### src/rtl/multi_slot_task_deadline_monitor_defines.svh
// ----------------------------------------------------------------------------
// multi slot task deadline monitor assertion macros
// shared concurrent assertion forms used by the monitor top level
// ----------------------------------------------------------------------------
`ifndef MULTI_SLOT_TASK_DEADLINE_MONITOR_DEFINES_SVH
`define MULTI_SLOT_TASK_DEADLINE_MONITOR_DEFINES_SVH

// same-cycle implication
`define MSTDM_ASSERT_NOW(label, clk, rst_n, pre, post) \
  label: assert property (@(posedge clk) disable iff (!rst_n) (pre) |-> (post)) \
    else $error("mstdm assertion failed");

// next-cycle implication
`define MSTDM_ASSERT_NEXT(label, clk, rst_n, pre, post) \
  label: assert property (@(posedge clk) disable iff (!rst_n) (pre) |=> (post)) \
    else $error("mstdm assertion failed");

`endif

### src/rtl/mstdm_pkg.sv
// ----------------------------------------------------------------------------
// mstdm package
// shared constants, request codes and types of the deadline monitor
// ----------------------------------------------------------------------------
package mstdm_pkg;

  localparam int SLOTS   = 8;
  localparam int SLOT_W  = 3;
  localparam int TIME_W  = 32;
  localparam int DUR_W   = 32;
  localparam int GUARD_W = 16;
  localparam int COUNT_W = 4;
  localparam int REQ_W   = 3;

  localparam logic [REQ_W-1:0] REQ_CREATE = 3'd0;
  localparam logic [REQ_W-1:0] REQ_FREE   = 3'd1;
  localparam logic [REQ_W-1:0] REQ_BEGIN  = 3'd2;
  localparam logic [REQ_W-1:0] REQ_END    = 3'd3;
  localparam logic [REQ_W-1:0] REQ_QUERY  = 3'd4;
  localparam logic [REQ_W-1:0] REQ_CHECK  = 3'd5;
  localparam logic [REQ_W-1:0] REQ_TICK   = 3'd6;

  typedef struct packed {
    logic [TIME_W-1:0] a;
    logic [TIME_W-1:0] b;
  } alu_req_t;

  typedef struct packed {
    logic [TIME_W-1:0] sum;
    logic              gt;
  } alu_rsp_t;

  typedef struct packed {
    logic               status;
    logic [SLOT_W-1:0]  new_slot;
    logic               is_pending;
    logic               all_ok;
    logic [SLOT_W-1:0]  late_slot;
    logic [COUNT_W-1:0] used_count;
  } rsp_t;

endpackage

### src/rtl/mstdm_if.sv
// ----------------------------------------------------------------------------
// mstdm channel interfaces
// request, response and configuration valid/ready channels
// ----------------------------------------------------------------------------
interface mstdm_req_if;
  logic                          valid;
  logic                          ready;
  logic [mstdm_pkg::REQ_W-1:0]   req_type;
  logic [mstdm_pkg::SLOT_W-1:0]  slot;
  logic [mstdm_pkg::DUR_W-1:0]   duration;

  modport source (output valid, req_type, slot, duration, input ready);
  modport sink   (input valid, req_type, slot, duration, output ready);
endinterface

interface mstdm_rsp_if;
  logic                          valid;
  logic                          ready;
  logic                          status;
  logic [mstdm_pkg::SLOT_W-1:0]  new_slot;
  logic                          is_pending;
  logic                          all_ok;
  logic [mstdm_pkg::SLOT_W-1:0]  late_slot;
  logic [mstdm_pkg::COUNT_W-1:0] used_count;

  modport source (output valid, status, new_slot, is_pending, all_ok, late_slot, used_count,
                  input ready);
  modport sink   (input valid, status, new_slot, is_pending, all_ok, late_slot, used_count,
                  output ready);
endinterface

interface mstdm_cfg_if;
  logic                          valid;
  logic                          ready;
  logic [mstdm_pkg::GUARD_W-1:0] guard_time;

  modport source (output valid, guard_time, input ready);
  modport sink   (input valid, guard_time, output ready);
endinterface

### src/rtl/mstdm_alu.sv
// ----------------------------------------------------------------------------
// mstdm shared arithmetic unit
// one time-width adder and one unsigned greater-than compare
// ----------------------------------------------------------------------------
module mstdm_alu (
  input  mstdm_pkg::alu_req_t alu_req_i,
  output mstdm_pkg::alu_rsp_t alu_rsp_o
);

  assign alu_rsp_o.sum = alu_req_i.a + alu_req_i.b;
  assign alu_rsp_o.gt  = alu_req_i.a > alu_req_i.b;

endmodule

### src/rtl/mstdm_seq.sv
// ----------------------------------------------------------------------------
// mstdm sequencer
// slot table, deadline memory and the request sequencer around the shared unit
// ----------------------------------------------------------------------------
module mstdm_seq (
  input  logic                           clk_i,
  input  logic                           rst_ni,
  input  logic                           start_i,
  input  logic [mstdm_pkg::REQ_W-1:0]    req_type_i,
  input  logic [mstdm_pkg::SLOT_W-1:0]   slot_i,
  input  logic [mstdm_pkg::DUR_W-1:0]    duration_i,
  input  logic [mstdm_pkg::GUARD_W-1:0]  guard_i,
  output logic                           idle_o,
  output logic                           done_o,
  input  logic                           done_ready_i,
  output mstdm_pkg::rsp_t                result_o
);

  typedef enum logic [6:0] {
    S_IDLE = 7'b0000001,
    S_EXEC = 7'b0000010,
    S_ADD  = 7'b0000100,
    S_SCAN = 7'b0001000,
    S_READ = 7'b0010000,
    S_CMP  = 7'b0100000,
    S_DONE = 7'b1000000
  } state_e;

  localparam logic [mstdm_pkg::SLOT_W-1:0] LAST_IDX = mstdm_pkg::SLOT_W'(mstdm_pkg::SLOTS - 1);

  state_e state_q, state_d;

  logic [mstdm_pkg::SLOTS-1:0]   in_use_q, in_use_d;
  logic [mstdm_pkg::SLOTS-1:0]   open_q, open_d;
  logic [mstdm_pkg::TIME_W-1:0]  now_q, now_d;
  logic [mstdm_pkg::SLOT_W-1:0]  overdue_q, overdue_d;
  logic [mstdm_pkg::COUNT_W-1:0] count_q, count_d;
  logic [mstdm_pkg::SLOT_W-1:0]  idx_q, idx_d;

  logic [mstdm_pkg::REQ_W-1:0]   req_q;
  logic [mstdm_pkg::SLOT_W-1:0]  slot_q;
  logic [mstdm_pkg::DUR_W-1:0]   dur_q;
  logic [mstdm_pkg::TIME_W-1:0]  acc_q, acc_d;

  logic                          status_q, status_d;
  logic [mstdm_pkg::SLOT_W-1:0]  new_slot_q, new_slot_d;
  logic                          pend_q, pend_d;
  logic                          ok_q, ok_d;

  logic [mstdm_pkg::TIME_W-1:0]  deadline_mem [mstdm_pkg::SLOTS];
  logic [mstdm_pkg::TIME_W-1:0]  rdata_q;
  logic                          mem_we;

  mstdm_pkg::alu_req_t alu_req;
  mstdm_pkg::alu_rsp_t alu_rsp;

  mstdm_alu u_alu (
    .alu_req_i (alu_req),
    .alu_rsp_o (alu_rsp)
  );

  // shared unit operand select
  always_comb begin
    alu_req.a = now_q;
    alu_req.b = mstdm_pkg::TIME_W'(dur_q);
    case (state_q)
      S_EXEC: begin
        if (req_q == mstdm_pkg::REQ_TICK) begin
          alu_req.b = mstdm_pkg::TIME_W'(1);
        end
      end
      S_ADD: begin
        alu_req.a = acc_q;
        alu_req.b = mstdm_pkg::TIME_W'(guard_i);
      end
      S_CMP: begin
        alu_req.b = rdata_q;
      end
      default: begin
        alu_req.a = now_q;
      end
    endcase
  end

  always_comb begin
    state_d    = state_q;
    in_use_d   = in_use_q;
    open_d     = open_q;
    now_d      = now_q;
    overdue_d  = overdue_q;
    count_d    = count_q;
    idx_d      = idx_q;
    acc_d      = acc_q;
    status_d   = status_q;
    new_slot_d = new_slot_q;
    pend_d     = pend_q;
    ok_d       = ok_q;
    mem_we     = 1'b0;
    case (state_q)
      S_IDLE: begin
        if (start_i) begin
          state_d    = S_EXEC;
          idx_d      = '0;
          status_d   = 1'b0;
          new_slot_d = '0;
          pend_d     = 1'b0;
          ok_d       = 1'b0;
        end
      end
      S_EXEC: begin
        state_d = S_DONE;
        case (req_q)
          mstdm_pkg::REQ_CREATE: begin
            state_d = S_SCAN;
          end
          mstdm_pkg::REQ_FREE: begin
            if (in_use_q[slot_q] && count_q != '0) begin
              count_d = count_q - mstdm_pkg::COUNT_W'(1);
            end
            in_use_d[slot_q] = 1'b0;
            open_d[slot_q]   = 1'b0;
          end
          mstdm_pkg::REQ_BEGIN: begin
            if (!open_q[slot_q]) begin
              acc_d   = alu_rsp.sum;
              state_d = S_ADD;
            end
          end
          mstdm_pkg::REQ_END: begin
            open_d[slot_q] = 1'b0;
          end
          mstdm_pkg::REQ_QUERY: begin
            pend_d = open_q[slot_q];
          end
          mstdm_pkg::REQ_CHECK: begin
            state_d = S_READ;
          end
          mstdm_pkg::REQ_TICK: begin
            now_d = alu_rsp.sum;
          end
          default: begin
            state_d = S_DONE;
          end
        endcase
      end
      S_ADD: begin
        mem_we         = 1'b1;
        open_d[slot_q] = 1'b1;
        state_d        = S_DONE;
      end
      S_SCAN: begin
        if (!in_use_q[idx_q]) begin
          in_use_d[idx_q] = 1'b1;
          open_d[idx_q]   = 1'b0;
          count_d         = count_q + mstdm_pkg::COUNT_W'(1);
          new_slot_d      = idx_q;
          state_d         = S_DONE;
        end else if (idx_q == LAST_IDX) begin
          status_d = 1'b1;
          state_d  = S_DONE;
        end else begin
          idx_d = idx_q + mstdm_pkg::SLOT_W'(1);
        end
      end
      S_READ: begin
        state_d = S_CMP;
      end
      S_CMP: begin
        if (in_use_q[idx_q] && open_q[idx_q] && alu_rsp.gt) begin
          overdue_d = idx_q;
          state_d   = S_DONE;
        end else if (idx_q == LAST_IDX) begin
          ok_d    = 1'b1;
          state_d = S_DONE;
        end else begin
          idx_d   = idx_q + mstdm_pkg::SLOT_W'(1);
          state_d = S_READ;
        end
      end
      S_DONE: begin
        if (done_ready_i) begin
          state_d = S_IDLE;
        end
      end
      default: begin
        state_d = S_IDLE;
      end
    endcase
  end

  always_ff @(posedge clk_i or negedge rst_ni) begin
    if (!rst_ni) begin
      state_q   <= S_IDLE;
      in_use_q  <= '0;
      open_q    <= '0;
      now_q     <= '0;
      overdue_q <= '0;
      count_q   <= '0;
      idx_q     <= '0;
    end else begin
      state_q   <= state_d;
      in_use_q  <= in_use_d;
      open_q    <= open_d;
      now_q     <= now_d;
      overdue_q <= overdue_d;
      count_q   <= count_d;
      idx_q     <= idx_d;
    end
  end

  always_ff @(posedge clk_i) begin
    if (start_i && state_q == S_IDLE) begin
      req_q  <= req_type_i;
      slot_q <= slot_i;
      dur_q  <= duration_i;
    end
    acc_q      <= acc_d;
    status_q   <= status_d;
    new_slot_q <= new_slot_d;
    pend_q     <= pend_d;
    ok_q       <= ok_d;
  end

  // deadline memory, registered read at the scan index; written in the add step
  always_ff @(posedge clk_i) begin
    if (mem_we) begin
      deadline_mem[slot_q] <= alu_rsp.sum;
    end
    rdata_q <= deadline_mem[idx_q];
  end

  assign idle_o              = state_q == S_IDLE;
  assign done_o              = state_q == S_DONE;
  assign result_o.status     = status_q;
  assign result_o.new_slot   = new_slot_q;
  assign result_o.is_pending = pend_q;
  assign result_o.all_ok     = ok_q;
  assign result_o.late_slot  = overdue_q;
  assign result_o.used_count = count_q;

endmodule

### src/rtl/multi_slot_task_deadline_monitor.sv
// ----------------------------------------------------------------------------
// multi slot task deadline monitor
// watchdog slot table with create, free, begin, end, query, check and tick
// ----------------------------------------------------------------------------
// channel  dir  payload
// req_i    in   req_type, slot, duration
// rsp_o    out  status, new_slot, is_pending, all_ok, late_slot, used_count
// cfg_i    in   guard_time
//
// free, end, query, tick and unused codes run exec then done; begin runs exec,
// add unless open, then done; create scans for a free slot, one slot per cycle
// check walks the slots, a deadline memory read then a compare for each
// one request at a time; the output register takes the result so the next request
// can start while it waits; no clearing pass after reset
// ----------------------------------------------------------------------------
`include "multi_slot_task_deadline_monitor_defines.svh"

module multi_slot_task_deadline_monitor (
  input  logic       clk_i,
  input  logic       rst_ni,
  mstdm_req_if.sink   req_i,
  mstdm_rsp_if.source rsp_o,
  mstdm_cfg_if.sink   cfg_i
);

  logic                          seq_idle;
  logic                          seq_done;
  logic                          seq_done_ready;
  mstdm_pkg::rsp_t               seq_result;
  logic                          req_accept;
  logic [mstdm_pkg::GUARD_W-1:0] guard_q;
  logic                          out_valid_q;
  mstdm_pkg::rsp_t               out_q;
  logic                          count_in_range;
  logic                          table_full;

  assign req_accept     = req_i.valid && req_i.ready;
  assign req_i.ready    = seq_idle;
  assign cfg_i.ready    = 1'b1;
  assign seq_done_ready = !out_valid_q || rsp_o.ready;

  mstdm_seq u_seq (
    .clk_i        (clk_i),
    .rst_ni       (rst_ni),
    .start_i      (req_accept),
    .req_type_i   (req_i.req_type),
    .slot_i       (req_i.slot),
    .duration_i   (req_i.duration),
    .guard_i      (guard_q),
    .idle_o       (seq_idle),
    .done_o       (seq_done),
    .done_ready_i (seq_done_ready),
    .result_o     (seq_result)
  );

  always_ff @(posedge clk_i or negedge rst_ni) begin
    if (!rst_ni) begin
      guard_q     <= '0;
      out_valid_q <= 1'b0;
    end else begin
      if (cfg_i.valid && cfg_i.ready) begin
        guard_q <= cfg_i.guard_time;
      end
      if (seq_done && seq_done_ready) begin
        out_valid_q <= 1'b1;
      end else if (rsp_o.ready) begin
        out_valid_q <= 1'b0;
      end
    end
  end

  always_ff @(posedge clk_i) begin
    if (seq_done && seq_done_ready) begin
      out_q <= seq_result;
    end
  end

  assign rsp_o.valid      = out_valid_q;
  assign rsp_o.status     = out_q.status;
  assign rsp_o.new_slot   = out_q.new_slot;
  assign rsp_o.is_pending = out_q.is_pending;
  assign rsp_o.all_ok     = out_q.all_ok;
  assign rsp_o.late_slot  = out_q.late_slot;
  assign rsp_o.used_count = out_q.used_count;

  assign count_in_range = seq_result.used_count <= mstdm_pkg::COUNT_W'(mstdm_pkg::SLOTS);
  assign table_full     = seq_result.used_count == mstdm_pkg::COUNT_W'(mstdm_pkg::SLOTS);

  // a request keeps the sequencer busy in the next cycle
  `MSTDM_ASSERT_NEXT(a_busy_after_accept, clk_i, rst_ni, req_accept, !req_i.ready)
  // the in-use count never passes the table size
  `MSTDM_ASSERT_NOW(a_count_bound, clk_i, rst_ni, seq_done, count_in_range)
  // a failed create means every slot is taken
  `MSTDM_ASSERT_NOW(a_full_on_fail, clk_i, rst_ni, seq_done && seq_result.status, table_full)

endmodule
### src/flat_wrapper.sv
// flat-port wrapper written by rule: the top's interface ports become plain ports
module multi_slot_task_deadline_monitor_flat 
  (clk_i, rst_ni, req_i_valid, req_i_req_type, req_i_slot, req_i_duration, req_i_ready, rsp_o_valid, rsp_o_status, rsp_o_new_slot, rsp_o_is_pending, rsp_o_all_ok, rsp_o_late_slot, rsp_o_used_count, rsp_o_ready, cfg_i_valid, cfg_i_guard_time, cfg_i_ready);
  mstdm_req_if req_i_i ();
  mstdm_rsp_if rsp_o_i ();
  mstdm_cfg_if cfg_i_i ();
  input  logic clk_i;
  input  logic rst_ni;
  input wire logic [$bits(req_i_i.valid)-1:0] req_i_valid;
  input wire logic [$bits(req_i_i.req_type)-1:0] req_i_req_type;
  input wire logic [$bits(req_i_i.slot)-1:0] req_i_slot;
  input wire logic [$bits(req_i_i.duration)-1:0] req_i_duration;
  output wire logic [$bits(req_i_i.ready)-1:0] req_i_ready;
  output wire logic [$bits(rsp_o_i.valid)-1:0] rsp_o_valid;
  output wire logic [$bits(rsp_o_i.status)-1:0] rsp_o_status;
  output wire logic [$bits(rsp_o_i.new_slot)-1:0] rsp_o_new_slot;
  output wire logic [$bits(rsp_o_i.is_pending)-1:0] rsp_o_is_pending;
  output wire logic [$bits(rsp_o_i.all_ok)-1:0] rsp_o_all_ok;
  output wire logic [$bits(rsp_o_i.late_slot)-1:0] rsp_o_late_slot;
  output wire logic [$bits(rsp_o_i.used_count)-1:0] rsp_o_used_count;
  input wire logic [$bits(rsp_o_i.ready)-1:0] rsp_o_ready;
  input wire logic [$bits(cfg_i_i.valid)-1:0] cfg_i_valid;
  input wire logic [$bits(cfg_i_i.guard_time)-1:0] cfg_i_guard_time;
  output wire logic [$bits(cfg_i_i.ready)-1:0] cfg_i_ready;
  assign req_i_i.valid = req_i_valid;
  assign req_i_i.req_type = req_i_req_type;
  assign req_i_i.slot = req_i_slot;
  assign req_i_i.duration = req_i_duration;
  assign req_i_ready = req_i_i.ready;
  assign rsp_o_valid = rsp_o_i.valid;
  assign rsp_o_status = rsp_o_i.status;
  assign rsp_o_new_slot = rsp_o_i.new_slot;
  assign rsp_o_is_pending = rsp_o_i.is_pending;
  assign rsp_o_all_ok = rsp_o_i.all_ok;
  assign rsp_o_late_slot = rsp_o_i.late_slot;
  assign rsp_o_used_count = rsp_o_i.used_count;
  assign rsp_o_i.ready = rsp_o_ready;
  assign cfg_i_i.valid = cfg_i_valid;
  assign cfg_i_i.guard_time = cfg_i_guard_time;
  assign cfg_i_ready = cfg_i_i.ready;
  multi_slot_task_deadline_monitor u_core (.clk_i(clk_i), .rst_ni(rst_ni), .req_i(req_i_i), .rsp_o(rsp_o_i), .cfg_i(cfg_i_i));
endmodule
### config.mk
export PLATFORM = sky130hd
export DESIGN_NAME = multi_slot_task_deadline_monitor_flat
export DESIGN_NICKNAME = d
export VERILOG_FILES = /design/src/rtl/mstdm_pkg.sv /design/src/rtl/mstdm_if.sv /design/src/rtl/mstdm_alu.sv /design/src/rtl/mstdm_seq.sv /design/src/rtl/multi_slot_task_deadline_monitor.sv /design/src/flat_wrapper.sv
export VERILOG_INCLUDE_DIRS = /design/src /design/src/rtl
export SDC_FILE = /design/constraint.sdc
export NUM_CORES = 1
export LEC_CHECK = 0
export BUFFER_PORTS_ARGS = -buffer_cell sky130_fd_sc_hd__buf_2
export CORE_UTILIZATION = 50
export CTS_BUF_LIST = sky130_fd_sc_hd__clkbuf_4 sky130_fd_sc_hd__clkbuf_8
export DETAILED_ROUTE_END_ITERATION = 10
export PLACE_DENSITY = 0.67
export SETUP_SLACK_MARGIN = 0.02
export SLEW_MARGIN = 15
export SYNTH_ARGS = -nofsm -noshare
export SYNTH_HDL_FRONTEND = slang
export SYNTH_SLANG_ARGS = --single-unit
### constraint.sdc
create_clock -name clk_i -period 10.4 [get_ports clk_i]
set_clock_uncertainty 0.2 [all_clocks]
set_input_delay 2.08 -clock clk_i [delete_from_list [all_inputs] [get_ports clk_i]]
set_output_delay 2.08 -clock clk_i [all_outputs]
set_load 0.02 [all_outputs]
==> flow_summary.toml <==
[yosys]
synthCells = 1458
async_reset_ff_share_pct = 17.9
synth.distinct_cells = 75
ys.flop_type = "edfxtp_1"
ys_warn_count = 0
synth_seq_cells = 459
synth_edf_count = 345
ys_seq_area_share_pct = 65.1
synthesis.area_um2 = 20000
syn_avg_cell_area_um2 = 13.7
synth_nets = 1586

[global_route]
grtUsageTotal_pct = 22.7
grt_pass1_wl_um = 70100
grt_pass1_vias = 12336
grt.overflow.total = 0
grt_max_degree = 56
antenna_found_initial = 0

[detailed_routing]
drc = 0
m1WireLength_um = 19300
antenna_left = 0
avgViaCountPerCell = 5.72
via_count = 12207
wl_um = 44800
top_layer = "met4"
firstDrtPassIters = 6
wire_per_inst_um = 21.0
dr_wl_met2_um = 21900
first_iter_violations = 1100
met3_wirelength_um = 2750

[power]
leakagePower_nw = 8.81
power.density_nw_per_um2 = 260
netSwitchingFraction_pct = 31.8
p_comb_share_pct = 26.6
p_int_mw = 4.00
power_frac_clock_pct = 27.7
p_seq_share_pct = 45.7
p_sw_mw = 1.87
vdd_drop_max_mv = 0.0977

[worst_setup_path]
cp.arrival_ns = 6.50
critPathLaunchType = "flop"
required_ns = 10.56
path_cells = "nor4_1 > nor2b_1 > and3b_2 > buf_4 > nor2_1 > o31a_1 > buf_4 > a222oi_1 > inv_1 > ha_1 > a21o_1 > a211o_1 > o21ai_1 > a31oi_1 > a311oi_1 > o31ai_1 > or2_1 > a21oi_1 > xor2_1"
worstPathMaxFanout = 55
cp_slowest_cell = "a311oi_1"
critPathKind = "reg -> reg"
critical_path.max_stage_delay_ns = 0.53
endpoint_kind = "flop"
cpMostUsedCell = "buf_4"

[clock_network]
clkLatencyLatePin_ns = 0.63
cts_resized = 0
cts_max_path_buffers = 3
cts_post_setup_buffers_inserted = 0
cts_tree = "yes"
h-tree-depth = 3
path_clk_slew_ns = 0.06
cts_inserted_buffers = 78
cts-root-buf = "clkbuf_8"
cts_hold_buf = 0
clock_sinks = 459

[placement]
placed_area_um2 = 21000
gp_congestion = 0.877
port_buffers = 73
hpwl_um = 26800

[sta]
relSlewSlack_pct = 23.7
hold_viol_final = 0
tightestPinTransition_ns = 1.14
fmax_ghz = 0.158
worst_hold_slack_ns = 0.221
fin_setup_tns_ns = 0
setup_violations = 0
period_needed_ns = 6.34
rsz0062_at_grt = "no"
period_share_pct = 60.9
final_max_slew_viol_count = 0

[floorplan]
die_area_um2 = 40900
core_area_um2 = 39100
initial_core_util_pct = 51.3
io_pins = 75
fp.dieW_um = 202
dieHeight_um = 202
fp-row-count = 72

[min_path]
hold_path.class = "reg -> reg"

[flow_run]
maxCapViolCount = 0

[final_layout]
final_nets = 1682
postLayoutCoreUtil_pct = 57.7
num_antenna_cells = 0
layout_commonest_cell = "edfxtp_1"
layout-drive-gt1-share_pct = 21.4
fill_cells = 3136
area_growth_pct = 12.6
layout_common_cells = "edfxtp_1 (345), nand2_1 (308), clkbuf_8 (91), dfrtp_1 (78)"
final_area_um2 = 22600

[status]
status = "finished clean"
-- critical path, delay by kind of cell (launching register included) --
family | cells | cell delay (ns)
AOI/OAI and AO/OA | 9 | 2.48
xor gates and xnor gates | 1 | 0.47
adders and majority gates | 1 | 0.37
buffers and inverters | 3 | 0.87
DFF | 1 | 0.41
and+or+nand+nor | 5 | 1.26
-- metrics by stage --
stage	power, mW	setup slack [ns]	instances
after floorplan	3.80	5.50	1458
after global placement	4.20	4.48	1992
after detailed placement	4.26	4.19	1992
after CTS	5.90	4.14	2133
after global routing	6.19	3.58	2133
final	5.87	4.06	2133
-- state kept, by name, summed over array words and instances, names as in the netlist, 3 cells and up --
register,cells
u_core.guard_q,16
u_core.rsp_o.late_slot,3
u_core.rsp_o.new_slot,3
u_core.rsp_o.used_count,4
u_core.u_seq.acc_q,32
u_core.u_seq.count_q,4
u_core.u_seq.deadline_mem,256
u_core.u_seq.dur_q,32
u_core.u_seq.idx_q,3
u_core.u_seq.in_use_q,8
u_core.u_seq.new_slot_q,3
u_core.u_seq.now_q,32
u_core.u_seq.open_q,8
u_core.u_seq.overdue_q,3
u_core.u_seq.rdata_q,32
u_core.u_seq.req_q,3
u_core.u_seq.slot_q,3
u_core.u_seq.state_q,7
-- cells by family after synthesis --
family | synth area share (%)
buffers and inverters | 2.50
xor gates and xnor gates | 1.44
muxes | 9.32
AOI/OAI and AO/OA | 7.64
DFF | 65.1
and+or+nand+nor | 9.56
adders and majority gates | 4.38
other | 0.0187
-- cell type report --
| cell class | instances | area [um^2] | share of cell area [%] |
|---|---|---|---|
| clock buffer | 124 | 1500 | 6.65 |
| clock inverter | 17 | 106 | 0.471 |
| inverter | 58 | 218 | 0.965 |
| multi-input combinational | 867 | 6530 | 29.0 |
| sequential | 459 | 13100 | 57.9 |
| tap | 518 | 648 | 2.87 |
| timing repair buffer | 90 | 495 | 2.20 |
-- cells in the mapped netlist, drive strengths merged, types with 5 or more instances --
library cell | count | area share, %
ha | 67 | 4.2
nand2b | 7 | 0.22
dfxtp | 32 | 3.2
a22o | 16 | 0.70
mux2 | 22 | 1.3
a21oi | 72 | 1.8
nor3b | 6 | 0.22
nand3 | 10 | 0.25
nand3b | 5 | 0.19
nand4 | 6 | 0.19
nand2 | 308 | 5.8
inv | 58 | 1.1
buf | 17 | 0.34
o21ai | 38 | 0.95
xor2 | 10 | 0.44
xnor2 | 23 | 1.0
dfrtp | 81 | 10
o21a | 6 | 0.22
nor2b | 7 | 0.22
clkbuf | 57 | 1.1
o21bai | 8 | 0.30
nor2 | 45 | 0.84
nor3 | 15 | 0.40
mux4 | 70 | 7.9
a31oi | 9 | 0.28
a221oi | 5 | 0.28
o22a | 7 | 0.31
a21o | 10 | 0.37
edfxtp | 345 | 52
and2 | 6 | 0.19
a222oi | 15 | 0.75
nor4 | 11 | 0.34
-- power by group through the flow --
stage | Sequential (mW) | Combinational (mW) | Clock (mW)
final | 2.68 | 1.56 | 1.63
after global placement | 2.71 | 1.49 | 0
after floorplan | 2.66 | 1.14 | 0
after global routing | 2.70 | 1.74 | 1.75
after detailed placement | 2.72 | 1.55 | 0
after CTS | 2.68 | 1.55 | 1.67
-- per-layer routing --
layer,track usage (%),up-vias
met2,37.1,396
li1,-,5604
met5,0,-
met3,4.10,68
met1,30.5,6139
met4,8.08,0
-- final timing paths --
check | from | end | slack, ns | cells after the start
max in group asynchronous | rst_ni | u_core.u_seq.idx_q[0] | 7.61 | 2
setup reg to reg | u_core.u_seq.state_q[3] | u_core.u_seq.deadline_mem[5][31] | 4.06 | 19
hold reg to reg | u_core.u_seq.new_slot_q[1] | u_core.rsp_o.new_slot[1] | 0.22 | 0
setup / recovery | u_core.u_seq.state_q[3] | u_core.u_seq.deadline_mem[5][31] | 4.06 | 19
hold / removal | u_core.u_seq.new_slot_q[1] | u_core.rsp_o.new_slot[1] | 0.22 | 0
min in group asynchronous | rst_ni | u_core.u_seq.now_q[22] | 1.28 | 1
Power figures use the tool's default switching activity.
